**config.mk**
```make
export PLATFORM = sky130hd
export DESIGN_NAME = stld_mul
export DESIGN_NICKNAME = d
export VERILOG_FILES = /design/src/hw/rtl/stld_mul.sv
export SDC_FILE = /design/constraint.sdc
export NUM_CORES = 2
export LEC_CHECK = 0
export BUFFER_PORTS_ARGS = -buffer_cell sky130_fd_sc_hd__buf_2
export CORE_ASPECT_RATIO = 0.9
export CORE_MARGIN = 1
export CORE_UTILIZATION = 70
export DETAILED_ROUTE_END_ITERATION = 7
export PLACE_DENSITY = 0.89
export RECOVER_POWER = 50
export SETUP_SLACK_MARGIN = 0.3
export SLEW_MARGIN = 20
export SYNTH_ARGS = -nofsm -noshare
export SYNTH_HDL_FRONTEND = slang
export SYNTH_SLANG_ARGS = --single-unit
```
**constraint.sdc**
```tcl
create_clock -name clock -period 17.9 [get_ports clock]
set_clock_uncertainty 0.1 [all_clocks]
set_input_delay 2.685 -clock clock [delete_from_list [all_inputs] [get_ports clock]]
set_output_delay 2.685 -clock clock [all_outputs]
set_load 0.03 [all_outputs]
```
**src/hw/rtl/stld_mul.sv**
```systemverilog
// Pipelined unsigned multiplier: one slice of the b operand per stage.
// Carries a side word and a valid bit in step with the product. No dependencies.
`default_nettype none

module stld_mul #(
   parameter int AW = 32,
   parameter int BW = 32,
   parameter int SW = 1
) (
   input  wire logic          clock,
   input  wire logic          reset,
   input  wire logic          advance,
   input  wire logic          vld_in,
   input  wire logic [AW-1:0] a_in,
   input  wire logic [BW-1:0] b_in,
   input  wire logic [SW-1:0] side_in,
   output logic               vld_out,
   output logic [AW+BW-1:0]   p_out,
   output logic [SW-1:0]      side_out
);

   // slice width keeps each partial product near 32x32
   localparam int CHUNK_RAW = 1024 / AW;
   localparam int CHUNK     = (CHUNK_RAW < 1) ? 1 : ((CHUNK_RAW > BW) ? BW : CHUNK_RAW);
   localparam int NSTG      = (BW + CHUNK - 1) / CHUNK;
   localparam int BPW       = NSTG * CHUNK;
   localparam int PW        = AW + BPW;

   logic [AW-1:0]  a_ff    [NSTG];
   logic [BPW-1:0] b_ff    [NSTG];
   logic [PW-1:0]  acc_ff  [NSTG];
   logic [SW-1:0]  side_ff [NSTG];
   logic           vld_ff  [NSTG];

   for (genvar i = 0; i < NSTG; i++) begin : g_stg
      logic [AW-1:0]       a_src;
      logic [BPW-1:0]      b_src;
      logic [PW-1:0]       acc_src;
      logic [SW-1:0]       side_src;
      logic                vld_src;
      logic [AW+CHUNK-1:0] pp;

      if (i == 0) begin : g_first
         assign a_src    = a_in;
         assign b_src    = BPW'(b_in);
         assign acc_src  = '0;
         assign side_src = side_in;
         assign vld_src  = vld_in;
      end else begin : g_next
         assign a_src    = a_ff[i-1];
         assign b_src    = b_ff[i-1];
         assign acc_src  = acc_ff[i-1];
         assign side_src = side_ff[i-1];
         assign vld_src  = vld_ff[i-1];
      end

      // partial product of this slice
      assign pp = (AW+CHUNK)'(a_src) * (AW+CHUNK)'(b_src[i*CHUNK +: CHUNK]);

      // accumulate and pass operands on
      always_ff @(posedge clock) begin
         if (advance) begin
            a_ff[i]    <= a_src;
            b_ff[i]    <= b_src;
            side_ff[i] <= side_src;
            acc_ff[i]  <= acc_src + (PW'(pp) << (i * CHUNK));
         end
      end

      always_ff @(posedge clock) begin
         if (reset) begin
            vld_ff[i] <= 1'b0;
         end else if (advance) begin
            vld_ff[i] <= vld_src;
         end
      end
   end

   assign p_out    = acc_ff[NSTG-1][AW+BW-1:0];
   assign side_out = side_ff[NSTG-1];
   assign vld_out  = vld_ff[NSTG-1];

endmodule

`default_nettype wire

```
==> metrics <==
failing checks capacitance limit, slew limit; gpl congestion about 0.93; core area 49520 µm²; via count 26060; CP required 17880 ps; CTS tree done; Async SR Flop Fraction 0%; Max FO, Critical Path 32; kind of critical path input port to flop; pin count of the biggest net entering global routing 68; root buffer cell clkbuf_16; Layout area overhead 2.867%; Hold Buf Count CTS 0; Tightest Pin Transition approximately 3500 ps; RSZ-0062 raised after global routing false; post-route ant nets 0; synthesized flop and latch total 66; Residual DRC 0; cell taking the most area after synthesis fa_1; most common cell after layout, fill and taps aside fa_1; post-CTS setup buffers 0; startpoint types input port; DR iter-0 viols 2018; CP endpoint kind flop; post-synthesis sequential area ratio 5.607%; cells after synthesis 3762; Net Count, Synth 4990; status complete, but fails checks; WL final 89570 µm; CTS Buf Count 9; max_cap viols 2; EDFF count, synth 66; Initial Utilization 71.38%; Top Ports approximately 140; Final Slew Violations 101; post-synth top area share 50.75%; DP HPWL 70180 µm; total area of sequential cells between 1500 and 2000 µm²; Final setup viols 0; First-pass DRT Iterations 6; Overflow after GRT 0; first-pass GRT wire length around 150000 µm; Clk pin slew, worst setup/hold paths 50 ps; setup TNS after final layout 0 ps; Final Cycle Share 58.55%; prevailing post-synth register cell edfxtp_1; Worst Hold Class input port to flop; critical path arrival 10460 ps; wire per inst between 20 and 25 µm; slew margin rel. -132.5%; yosys synthesis warning count 0; antenna violations before repair 4; vias per cell 5.971; Synth area leaders fa_1 (51%), and2_1 (11%), ha_1 (9.3%); Layout Nets 4913; Die X ~240 µm; Synth Area per Inst 9.395 µm²; final hold vios 0; GR Util All Layers 37.20%; area of the multi-input gates 29260 µm²; min Tclk post-route 10480 ps; # rows 77; number of global-route vias before repair 29240; Sink Count 66; Yosys cell types 56; full die area 51400 µm²; share of cells above drive strength 1 3.604%; fill count 3386; port buffer count 134; highest-count cells in the layout ignoring fill and taps fa_1 (896), inv_1 (863), and2_1 (603), nand2_1 (478), ha_1 (263); CTS resizes 0; Max Freq roughly 0.095 GHz; Synth Cell Area 35350 µm²; CTS H-tree lvls 3; clk buf depth 2; Die Span Y 215.2 µm
## through the flow
stage               utilization (%)  cells  instance area, µm²  setup slack (ps)  hold slack [ps]
global placement              72.76   4345               36030              7486             2762
finish                        73.42   4364               36360              7419             2425
floorplan                         -   3762               35350              8241             2684
global route                  73.42   4364               36360              7198             2426
detailed placement            72.76   4345               36030              7210             2764
CTS                           73.50   4361               36390              7544             2414
## final cells by class
cell class | count | share of cell area (%)
sequential | 66 | 5.451
tap | 671 | 2.309
clock buffer | 9 | 0.6194
clock inverter | 7 | 0.3889
multi-input combinational | 2606 | 80.47
timing repair buffer | 139 | 1.827
inverter | 863 | 8.909
antenna | 3 | 0.02065
## final timing paths
| check | cells past startpoint | start | slack (ps) | to |
|---|---|---|---|---|
| worst max-delay path | 24 | b_in[8] | 7420 | acc_ff[0][62] |
| worst min-delay path | 1 | side_in | 2430 | side_ff[0] |
## worst max-delay path, stage by stage
cell,delay [ps]
buf_2,520
nand2_1,220
fa_1,600
inv_1,60
fa_1,540
inv_1,60
fa_1,530
inv_1,50
fa_1,470
fa_1,560
fa_1,430
fa_1,520
inv_1,60
fa_1,480
inv_1,40
ha_1,410
nand4_1,240
or4_1,480
or3_1,370
a31oi_1,440
a31o_2,260
a211oi_1,100
o21ai_1,200
xor2_1,100
## synthesized netlist by cell type (all sizes together) (4+ instances only)
| library cell | instances |
|---|---|
| a21oi | 70 |
| nor3 | 5 |
| xnor2 | 33 |
| a31oi | 12 |
| clkbuf | 216 |
| nand3 | 12 |
| inv | 863 |
| a21o | 37 |
| nand4 | 24 |
| nand2 | 478 |
| nor2 | 21 |
| o21bai | 10 |
| and4 | 4 |
| a211oi | 4 |
| edfxtp | 66 |
| buf | 11 |
| or2 | 5 |
| and3 | 14 |
| and2 | 603 |
| fa | 896 |
| ha | 263 |
| xor2 | 26 |
| o21ai | 30 |
| o21a | 8 |
| a221o | 4 |
| or3 | 5 |
## per-layer routing
metal | wire, µm | part of all wire [%] | track usage, % | vias to the layer above
met1 | 30680 | 34 | 46.05 | 13230
met4 | 6393 | 7.1 | 22.61 | 2
met3 | 8474 | 9.5 | 6.333 | 411
met2 | 44010 | 49 | 61.39 | 1620
li1 | - | - | - | 10800
met5 | 17 | 0.019 | 0 | -
## logic make-up (layout without fill, tap and decap cells)
group	count (synthesis)	after routing	share of synthesized area, %
flops	66	66	5.607
compound gates	205	205	3.837
fa+ha+maj	1159	1159	60.06
xor+xnor	59	59	1.462
mux	1	1	0.02832
simple gates	1182	1182	17.40
buf+inv	1090	1018	11.61
other cells	0	3	0
## flip-flops by register name (all words and copies together) (netlist names)
| register | count |
|---|---|
| vld_ff | 1 |
| acc_ff | 64 |
| side_ff | 1 |
Power is left out: the tool's default activity adds up to more than one toggle a clock period on the data nets, which glitch-free logic cannot reach.
